`src/sv/bst_pkg.sv`:
```
// ----------------------------------------------------------------------------
// Tokenizer package
// Token kinds, scan modes, character codes and the result record types.
// ----------------------------------------------------------------------------
package bst_pkg;

  localparam int TOK_W = 16;
  localparam int SLOTS = 3;

  typedef enum logic [2:0] {
    KIND_SYM   = 3'd0,
    KIND_INT   = 3'd1,
    KIND_FLOAT = 3'd2,
    KIND_WORD  = 3'd3,
    KIND_END   = 3'd4
  } kind_t;

  typedef enum logic [1:0] {
    MODE_IDLE = 2'd0,
    MODE_NUM  = 2'd1,
    MODE_WORD = 2'd2
  } mode_t;

  localparam logic [7:0] CH_SPACE = 8'h20;
  localparam logic [7:0] CH_NL    = 8'h0A;
  localparam logic [7:0] CH_DOT   = 8'h2E;
  localparam logic [7:0] CH_ZERO  = 8'h30;
  localparam logic [7:0] CH_NINE  = 8'h39;
  localparam logic [7:0] CH_UP_A  = 8'h41;
  localparam logic [7:0] CH_UP_Z  = 8'h5A;
  localparam logic [7:0] CH_LO_A  = 8'h61;
  localparam logic [7:0] CH_LO_Z  = 8'h7A;

  typedef struct packed {
    kind_t              kind;
    logic [TOK_W-1:0]   start;
    logic [TOK_W-1:0]   length;
    logic [7:0]         sym;
  } token_t;

  // All results caused by one input transaction, in delivery order.
  typedef struct packed {
    logic [1:0]             cnt;
    token_t [SLOTS-1:0]     slot;
  } row_t;

endpackage

```
`src/sv/bst_lexer.sv`:
```
// ----------------------------------------------------------------------------
// Tokenizer scan state and classification
// Holds the open token and the byte position, and builds the result row
// for the byte in the input register.
// ----------------------------------------------------------------------------
module bst_lexer import bst_pkg::*; #(
  parameter int POS_WIDTH = 16
) (
  input  logic       clk,
  input  logic       rst,
  input  logic       step,
  input  logic [7:0] char_byte,
  input  logic       byte_valid,
  input  logic       end_of_input,
  output row_t       row
);

  localparam logic [POS_WIDTH-1:0] POS_MAX = '1;

  mode_t                scan_mode, scan_mode_next;
  logic                 dot_seen, dot_seen_next;
  logic [POS_WIDTH-1:0] open_start, open_start_next;
  logic [POS_WIDTH-1:0] open_length, open_length_next;
  logic [POS_WIDTH-1:0] byte_position, byte_position_next;

  logic is_digit, is_letter, is_blank, is_dot;
  logic grows, closes, starts, is_symbol, flushes, has_mid, mid_active;
  mode_t                mid_mode;
  logic                 mid_dot;
  logic [POS_WIDTH-1:0] mid_start, mid_len, mid_pos;
  kind_t  cur_kind, mid_kind;
  token_t tok_close, tok_mid, tok_end;

  always_comb begin
    is_digit  = (char_byte >= CH_ZERO) && (char_byte <= CH_NINE);
    is_letter = ((char_byte >= CH_UP_A) && (char_byte <= CH_UP_Z)) ||
                ((char_byte >= CH_LO_A) && (char_byte <= CH_LO_Z));
    is_blank  = (char_byte == CH_SPACE) || (char_byte == CH_NL);
    is_dot    = (char_byte == CH_DOT);

    grows     = byte_valid &&
                (((scan_mode == MODE_NUM) && (is_digit || is_dot)) ||
                 ((scan_mode == MODE_WORD) && (is_digit || is_letter)));
    closes    = byte_valid && !grows &&
                ((scan_mode == MODE_NUM) || (scan_mode == MODE_WORD));
    starts    = byte_valid && !grows && (is_digit || is_letter);
    is_symbol = byte_valid && !grows && !is_blank && !is_digit && !is_letter;

    case (scan_mode)
      MODE_NUM: cur_kind = dot_seen ? KIND_FLOAT : KIND_INT;
      default:  cur_kind = KIND_WORD;
    endcase

    // State once the byte has been taken, before the end mark.
    mid_mode  = scan_mode;
    mid_dot   = dot_seen;
    mid_start = open_start;
    mid_len   = open_length;
    mid_pos   = byte_position;
    if (byte_valid) begin
      if (grows) begin
        if (open_length != POS_MAX) begin
          mid_len = open_length + 1'b1;
        end
        if (is_dot) begin
          mid_dot = 1'b1;
        end
      end else begin
        mid_mode = MODE_IDLE;
        if (closes) begin
          mid_dot = 1'b0;
          mid_len = '0;
        end
        if (starts) begin
          mid_mode  = is_digit ? MODE_NUM : MODE_WORD;
          mid_dot   = 1'b0;
          mid_start = byte_position;
          mid_len   = POS_WIDTH'(1);
        end
      end
      if (byte_position != POS_MAX) begin
        mid_pos = byte_position + 1'b1;
      end
    end

    mid_active = (mid_mode == MODE_NUM) || (mid_mode == MODE_WORD);
    case (mid_mode)
      MODE_NUM: mid_kind = mid_dot ? KIND_FLOAT : KIND_INT;
      default:  mid_kind = KIND_WORD;
    endcase
    flushes = end_of_input && mid_active;
    has_mid = is_symbol || flushes;

    scan_mode_next     = mid_mode;
    dot_seen_next      = mid_dot;
    open_start_next    = mid_start;
    open_length_next   = mid_len;
    byte_position_next = mid_pos;
    if (end_of_input) begin
      if (mid_active) begin
        scan_mode_next   = MODE_IDLE;
        dot_seen_next    = 1'b0;
        open_length_next = '0;
      end
      byte_position_next = '0;
      open_start_next    = '0;
    end

    tok_close = '{kind: cur_kind, start: TOK_W'(open_start),
                  length: TOK_W'(open_length), sym: 8'h00};
    tok_end   = '{kind: KIND_END, start: TOK_W'(mid_pos),
                  length: '0, sym: 8'h00};
    if (is_symbol) begin
      tok_mid = '{kind: KIND_SYM, start: TOK_W'(byte_position),
                  length: TOK_W'(1), sym: char_byte};
    end else begin
      tok_mid = '{kind: mid_kind, start: TOK_W'(mid_start),
                  length: TOK_W'(mid_len), sym: 8'h00};
    end

    // Closed token, then symbol or flushed token, then the end token.
    row.cnt     = 2'(closes) + 2'(has_mid) + 2'(end_of_input);
    row.slot[2] = tok_end;
    row.slot[1] = (closes && has_mid) ? tok_mid : tok_end;
    row.slot[0] = closes ? tok_close : (has_mid ? tok_mid : tok_end);
  end

  always_ff @(posedge clk) begin
    if (rst) begin
      scan_mode     <= MODE_IDLE;
      dot_seen      <= 1'b0;
      open_start    <= '0;
      open_length   <= '0;
      byte_position <= '0;
    end else if (step) begin
      scan_mode     <= scan_mode_next;
      dot_seen      <= dot_seen_next;
      open_start    <= open_start_next;
      open_length   <= open_length_next;
      byte_position <= byte_position_next;
    end
  end

endmodule

```
`src/sv/bst_rowq.sv`:
```
// ----------------------------------------------------------------------------
// Tokenizer result queue
// Two rows of up to three results each, delivered one result per
// transaction on the token channel.
// ----------------------------------------------------------------------------
module bst_rowq import bst_pkg::*; (
  input  logic   clk,
  input  logic   rst,
  input  logic   push,
  input  row_t   push_row,
  output logic   can_push,
  output logic   token_valid,
  input  logic   token_stall,
  output token_t head,
  output logic   last_of_run
);

  localparam logic [1:0] DEPTH = 2'd2;

  row_t       rows [2];
  logic       wr_ptr, rd_ptr;
  logic [1:0] count, count_next;
  logic [1:0] slot;
  row_t       head_row;
  logic       take, pop;

  always_comb begin
    head_row    = rows[rd_ptr];
    head        = head_row.slot[slot];
    last_of_run = (slot == (head_row.cnt - 2'd1));
    token_valid = (count != 2'd0);
    take        = token_valid && !token_stall;
    pop         = take && last_of_run;
    can_push    = (count != DEPTH) || pop;
    count_next  = count + 2'(push) - 2'(pop);
  end

  always_ff @(posedge clk) begin
    if (push) begin
      rows[wr_ptr] <= push_row;
    end
  end

  always_ff @(posedge clk) begin
    if (rst) begin
      wr_ptr <= 1'b0;
      rd_ptr <= 1'b0;
      count  <= 2'd0;
      slot   <= 2'd0;
    end else begin
      count <= count_next;
      if (push) begin
        wr_ptr <= ~wr_ptr;
      end
      if (pop) begin
        rd_ptr <= ~rd_ptr;
        slot   <= 2'd0;
      end else if (take) begin
        slot <= slot + 2'd1;
      end
    end
  end

endmodule

```
`src/sv/byte_stream_tokenizer_core.sv`:
```
// ----------------------------------------------------------------------------
// Byte stream tokenizer
// Splits ASCII bytes into integer, float, word, symbol and end tokens and
// reports each with its kind, start position and length.
// ----------------------------------------------------------------------------
//
//   Channel  Handshake               Payload
//   -------  ----------------------  ---------------------------------------
//   char     char_valid / char_stall char_byte, byte_valid, end_of_input
//   token    token_valid/token_stall token_kind, token_start, token_size,
//                                    symbol_char, last_of_run
//
// A char transaction is taken into the input register, classified in the
// following cycle and its one to three results go to the result queue as one
// row (no row if none). The queue returns one result per token transaction,
// so the block takes one byte per cycle while each byte yields at most one
// token and token_stall is low; the single result port gives one transaction
// per result. rst clears the scan state, the position and the queue. Stalls
// on the token side back up through the queue into char_stall.
//
module byte_stream_tokenizer_core import bst_pkg::*; #(
  parameter int POS_WIDTH = 16
) (
  input  logic        clk,
  input  logic        rst,
  input  logic        char_valid,
  output logic        char_stall,
  input  logic [7:0]  char_byte,
  input  logic        byte_valid,
  input  logic        end_of_input,
  output logic        token_valid,
  input  logic        token_stall,
  output logic [2:0]  token_kind,
  output logic [15:0] token_start,
  output logic [15:0] token_size,
  output logic [7:0]  symbol_char,
  output logic        last_of_run
);

  // Input register. The payload needs no reset; stage_valid says whether
  // it holds a transaction that has not yet been classified.
  logic       stage_valid;
  logic [7:0] stage_byte;
  logic       stage_bvalid;
  logic       stage_end;

  logic   advance, accept, can_push;
  row_t   row;
  token_t head;

  // The staged byte moves on as soon as the queue has room for its row.
  // Rows without any result are simply dropped, but the state still steps.
  assign advance    = stage_valid && can_push;
  assign char_stall = stage_valid && !advance;
  assign accept     = char_valid && !char_stall;

  always_ff @(posedge clk) begin
    if (rst) begin
      stage_valid <= 1'b0;
    end else if (accept) begin
      stage_valid <= 1'b1;
    end else if (advance) begin
      stage_valid <= 1'b0;
    end
  end

  always_ff @(posedge clk) begin
    if (accept) begin
      stage_byte   <= char_byte;
      stage_bvalid <= byte_valid;
      stage_end    <= end_of_input;
    end
  end

  // Classification and scan state: one step per staged transaction.
  bst_lexer #(
    .POS_WIDTH (POS_WIDTH)
  ) u_lexer (
    .clk          (clk),
    .rst          (rst),
    .step         (advance),
    .char_byte    (stage_byte),
    .byte_valid   (stage_bvalid),
    .end_of_input (stage_end),
    .row          (row)
  );

  // Result queue: the output register that separates the two sides.
  bst_rowq u_rowq (
    .clk         (clk),
    .rst         (rst),
    .push        (advance && (row.cnt != 2'd0)),
    .push_row    (row),
    .can_push    (can_push),
    .token_valid (token_valid),
    .token_stall (token_stall),
    .head        (head),
    .last_of_run (last_of_run)
  );

  assign token_kind  = head.kind;
  assign token_start = head.start;
  assign token_size  = head.length;
  assign symbol_char = head.sym;

endmodule

```
`config.mk`:
```
export PLATFORM = sky130hd
export DESIGN_NAME = byte_stream_tokenizer_core
export DESIGN_NICKNAME = d
export VERILOG_FILES = /design/src/sv/bst_pkg.sv /design/src/sv/bst_lexer.sv /design/src/sv/bst_rowq.sv /design/src/sv/byte_stream_tokenizer_core.sv
export SDC_FILE = /design/constraint.sdc
export NUM_CORES = 1
export LEC_CHECK = 0
export BUFFER_PORTS_ARGS = -buffer_cell sky130_fd_sc_hd__clkbuf_2
export CORE_MARGIN = 1
export CORE_UTILIZATION = 50
export DETAILED_ROUTE_END_ITERATION = 10
export GPL_TIMING_DRIVEN = 0
export PLACE_DENSITY = 0.67
export SETUP_SLACK_MARGIN = 0.02
export SLEW_MARGIN = 20
export SYNTH_ARGS = -nofsm -noshare
export SYNTH_HDL_FRONTEND = slang
export SYNTH_SLANG_ARGS = --single-unit
```
`constraint.sdc`:
```
create_clock -name clk -period 18 [get_ports clk]
set_input_delay 5.4 -clock clk [delete_from_list [all_inputs] [get_ports clk]]
set_output_delay 5.4 -clock clk [all_outputs]
set_load 0.05 [all_outputs]
```
After elaboration in Yosys (flattened, before gate mapping)
Memories as Yosys holds them, arrays and structs flattened. A register that Yosys moved wholly into a read port is not among the register bits.
Cells that the tools add are included.
- flip-flop bits (word level): 68
- bits in writable memories: 208
- input port bits: 14
- output and inout port bits: 46
- logic and storage cells: 125
- memories: 1
- memories (memory ; depth ; bits a word ; rd ports ; clocked after memory_dff ; write ports ; RTL line ; RTL):
    u_rowq.rows ; 2 ; 104 ; 1 ; 1 ; 1 ; bst_rowq.sv:20 ; row_t rows [2];
- add/sub/neg operators: 8
- $lt $le $gt $ge: 7
- equal/unequal tests: 11
- muxes and demuxes: 43
- bitwise gates (word level): 2
- reduce and logical (&&, ||, !) cells: 40
- operators by type and width (kind ; count):
    $mux W16 ; 14
    $mux W43 ; 5
    $bmux W43 S2 ; 1
    $add A16 B1 Y16 const B ; 2
    $ne A16 B16 Y1 const B ; 2
    $logic_and A1 B1 Y1 ; 20
    $eq A8 B6 Y1 const B ; 2
    $ge A8 B7 Y1 const B ; 2
    $le A8 B7 Y1 const B ; 2
    $mux W2 ; 8
    $mux W1 ; 13
    $logic_or A1 B1 Y1 ; 9
    $eq A8 B4 Y1 const B ; 1
    $ge A8 B6 Y1 const B ; 1
    $le A8 B6 Y1 const B ; 1
    $logic_not A1 Y1 ; 7
    $mux W3 ; 2
    $reduce_bool A2 Y1 ; 3
    $add A2 B1 Y2 ; 2
    $eq A2 B1 Y1 const B ; 2
    $eq A2 B2 Y1 const B ; 2
    $lt A2 B3 Y1 const B ; 1
    $add A1 B1 Y2 ; 1
    $add A2 B1 Y2 const B ; 1
    6 further kinds ; 7

Logic depth before layout (Yosys ltp)
- word-level depth: 23
- mapped depth: 24
- mapped depth without buffers: 21

Cells and area by module
Synthesis repeated with hierarchy kept, for this count alone.
- cell total of the unflattened synthesis: 1186
- area, all modules: 15307.2 sq um
- by module, submodules not included (module ; times used ; cells an instance ; area each (sq um) ; seq. area each (sq um)):
    bst_rowq ; 1 ; 505 ; 10253.6 ; 8007.7
    bst_lexer ; 1 ; 665 ; 4687.0 ; 1021.0
    byte_stream_tokenizer_core ; 1 ; 16 ; 366.6 ; 320.3

Least setup slack after synthesis
Ideal clock, no wire load.
- kind: input -> output
- start point: input port token_stall
- end point: output port char_stall
- arrival: 6.819 ns
- data required time: 12.600 ns
- setup slack: 5.781 ns
- stages: 2
- buffers on the path: 0
- cell sequence: o21ba_2 -> a211oi_1
- longest elaborated chain between the ends: 7
- ends and longest elaborated chain (element ; RTL line ; RTL):
    start, declared ; byte_stream_tokenizer_core.sv:32 ; input logic token_stall,
    $logic_not A1 Y1 ; bst_rowq.sv:32 ; take = token_valid && !token_stall;
    $logic_and A1 B1 Y1 ; bst_rowq.sv:32 ;
    $logic_and A1 B1 Y1 ; bst_rowq.sv:33 ; pop = take && last_of_run;
    $logic_or A1 B1 Y1 ; bst_rowq.sv:34 ; can_push = (count != DEPTH) || pop;
    $logic_and A1 B1 Y1 ; byte_stream_tokenizer_core.sv:53 ; assign advance = stage_valid && can_push;
    $logic_not A1 Y1 ; byte_stream_tokenizer_core.sv:54 ; assign char_stall = stage_valid && !advance;
    $logic_and A1 B1 Y1 ; byte_stream_tokenizer_core.sv:54 ;
    end, declared ; byte_stream_tokenizer_core.sv:27 ; output logic char_stall,
No other way between the ends.

Worst setup path after layout
Ends and elaborated chain as after synthesis.

==> impl_summary.md <==
Clock tree
The cell sitting at the root of the clock tree is a clkbuf_16. TritonCTS built the clock tree. In this run the number of H-tree levels came out at 1. The number of buffers added by the clock tree synthesis step is 29. The sink count of the clock tree is 277.

In this run, post-CTS repair resized a total of 0 instances. Clock-pin slew was measured on the worst setup and hold paths at 60 ps. The number of buffers between clock root and the deepest sink is 3.

The number of buffers inserted by hold repair at cts is 0. Once the clock tree was built, the setup fixing pass inserted 0 buffers. The clock latency of the later-clocked register in the worst-skew pair is 550 ps.

STA
The number of hold-slack violations in the final timing report came to 0. At the pin with the least slew margin, the transition time is 1221 ps. The number of setup violations in the final report is 0. The post-route clock skew is 16.94 ps. Measured against its own limit, the worst slew margin works out to 17.97%.

Adding up every negative setup slack in the final design gives 0 ps. Dividing the final minimum period by the clock period gives 65.76%. Setup repair after global routing left no endpoint under its margin. Setup slack on the critical path of the routed design comes to 6164 ps. The time the worst path needs with I/O delays and setup is 11840 ps.

The count of pins over their slew limit came to 0. The fmax is 84.49 MHz.

Routing
For this block, the initial DRC count from the detailed router was 763. The routed via count divided by cell count is 5.931. The detailed-routing iteration count for the pre-antenna-repair pass is 5. The final routed wirelength across all metal layers is 30740 um. Once detail routing completed, the nets flagged for antenna violations numbered 0.

The total vias in the final route is 8802. The post-route DRC violation count is 0. The post-detailed-route wirelength per cell is 20.71 um.

Flow run
The max-capacitance violation count is 0.

Synth
Synthesis inferred 277 register bits. Averaged over all synthesized cells, the footprint is 12.89 um2. The number of warnings printed during yosys synthesis is 0. The number of enable-type register cells in the synthesized netlist is 218. After technology mapping, the gate count stands at 1006.

The synthesized netlist occupies a cell area of 12970 um2. The sequential-to-total area share from yosys stat is 59.60%. In the synthesized netlist the async set-or-reset flop fraction comes to 0%. In this run, distinct cell masters in the synthesized netlist total 85.

The commonest register cell after synthesis is edfxtp_1.

Cells and area
The ratio of cells with drive above 1 in the final layout is 19.41%. Leaving out fill and tap cells, the most frequent cell in the layout is edfxtp_1. The library cells used most frequently in the layout, excluding fill and tap cells, are edfxtp_1, nand2_1, dfxtp_1, clkbuf_2, nor2_1. The layout-stage area growth over the synthesis result is 14.61%. The count of fill cells added during filler insertion is 2065. The number of antenna diodes is 0. In the final design database the tool counted 1155 nets.

Placed design
Once detailed placement completed, the half-perimeter wirelength came to 21400 um. The total of buffers placed on input and output ports is 59. At the end of routability-driven placement, the weighted congestion stood at 0.9054. The worst setup slack before clock tree synthesis is 6156 ps.

Setup path
The first element of the critical path is token_stall. The startpoint-to-endpoint class of the critical path is primary input to output pin. STA classifies the critical path startpoint as a primary input.

STA puts the critical path data required time at 12600 ps. In this run the critical register-to-register path is launched from stage_byte[1]$_DFFE_PP_. The highest net fanout along the worst path is 4. The arrival time reported for the critical path endpoint is 6440 ps. The slack of the worst reg-to-reg path is 12050 ps. The worst setup path is captured at an output pin.

Power and ir drop
The static leakage is 4.970 nW. Dividing total power by cell area gives a power density of 101.8 nW/um2. The worst voltage drop across the vdd grid is 81.96 uV. The total power after layout is 1.513 mW.

Die
The floorplan die area is 26580 um2. The chip height is 163.0 um. The area of the core region is 25330 um2. Measured along the x axis, the die boundary spans 163.0 um. In this run the core area contains 58 standard-cell rows. For this configuration, the core starts out at a cell density of 51.20%. The top-level port count is 60.

GRT
Global routing finished with a remaining overflow of 0. The global-route total usage across every layer is 23.78%. The wire length of the first global-routing pass is 48320 um. The pin count of the biggest net entering global routing is 46.

The initial antenna violation count is 0. The via count of the first global-routing pass is 8414.

Run status
The flow ran to the end, and the final reports show no timing, DRC or antenna violations.

Hold path
The tightest min-delay check is of the flip-flop to flip-flop type. The startpoint identified for the worst hold timing path is u_lexer.open_start[6]$_SDFFE_PP0P_.
[layer usage]
metal	GRT usage [%]	up-vias	part of all wire (%)
li1	-	4131	-
met1	35.02	4278	45
met2	36.63	352	45
met3	4.063	41	7.8
met4	5.990	0	1.8
met5	0	-	0
[per-stage QoR]
| stage | instance area [um2] | utilization (%) | hold WS (ps) | cells |
|---|---|---|---|---|
| 2_1_floorplan | 13080 | - | 454.6 | 1035 |
| 3_3_place_gp | 13780 | 54.42 | 485.2 | 1424 |
| 3_5_place_dp | 13960 | 55.11 | 476.7 | 1431 |
| 4_1_cts | 14860 | 58.68 | 491.4 | 1484 |
| 5_1_grt | 14860 | 58.68 | 514.0 | 1484 |
| 6_report | 14860 | 58.68 | 494.6 | 1484 |
[state kept, by name (all words and copies together), names as in the netlist, 2 cells and up, named ones only]
register and flops:
u_lexer.open_length 16, stage_byte 8, u_lexer.byte_position 16, u_lexer.scan_mode 2, u_rowq.count 2, u_rowq.rows 208
u_rowq.slot 2, u_lexer.open_start 16
[report_power, final]
group,internal (mW),switching [mW]
sequential,0.721,0.00938
combinational,0.0671,0.145
clock,0.329,0.240
[cells in the mapped netlist, drive strengths merged (4+ instances only)]
| cell type | count | area, um2 |
|---|---|---|
| nand4 | 6 | 37.54 |
| and3 | 18 | 117.6 |
| nor4 | 7 | 65.06 |
| o21ai | 25 | 125.1 |
| inv | 42 | 157.6 |
| xnor2 | 11 | 96.34 |
| o221ai | 4 | 35.03 |
| a22oi | 20 | 150.1 |
| or3 | 4 | 30.03 |
| nor2b | 32 | 200.2 |
| mux4 | 42 | 945.9 |
| and4 | 4 | 36.29 |
| a211oi | 12 | 90.09 |
| o22ai | 40 | 250.2 |
| a31oi | 26 | 162.7 |
| o31ai | 4 | 30.03 |
| clkbuf | 40 | 210.2 |
| nor3 | 14 | 80.08 |
| dfxtp | 59 | 1181 |
| nor2 | 61 | 241.5 |
| a21boi | 4 | 33.78 |
| nand2b | 6 | 37.54 |
| o21a | 5 | 38.79 |
| mux2i | 26 | 260.3 |
| o211ai | 10 | 75.07 |
| nand3 | 15 | 75.07 |
| ha | 8 | 100.1 |
| and2 | 12 | 78.82 |
| mux2 | 6 | 67.56 |
| a311oi | 5 | 43.79 |
| a22o | 23 | 209.0 |
| edfxtp | 218 | 6546 |
| a2bb2oi | 15 | 131.4 |
| a21oi | 37 | 207.7 |
| nand2 | 73 | 274.0 |
| buf | 28 | 148.9 |
[final cells by class]
type	instances	area, um2	area share, %
buffer	69	370.4	2.492
clock buffer	39	773.2	5.203
tap	330	412.9	2.778
multi-input combinational	647	4832	32.52
inverter	42	157.7	1.061
timing repair buffer	66	457.9	3.082
clock inverter	14	128.9	0.8672
sequential	277	7727	52.00
[path summary, 6_finish.rpt]
check                                        to  cells after the start
min reg2reg  u_lexer.open_start[6]$_SDFFE_PP0P_                      1
max                                  char_stall                      4
max reg2reg          u_rowq.count[1]$_SDFF_PP0_                     23
min          u_lexer.open_start[6]$_SDFFE_PP0P_                      1
[worst max-delay path, stage by stage]
cell	delay, ps
clkbuf_2	80
o21ba_2	170
a211oi_1	410
clkbuf_2	370
[kinds of logic (layout without fill, tap and decap cells)]
logic type	Yosys count	count (layout)	synth area share, %
AOI/OAI and AO/OA	262	262	14.46
DFF	277	277	59.60
adders and majority gates	9	9	0.9264
buffers and inverters	111	230	4.072
muxes	74	74	9.823
and+or+nand+nor	260	260	10.29
other	1	30	0.02892
xor gates and xnor gates	12	12	0.8106
Note: power is estimated with default switching activity, not from simulation.
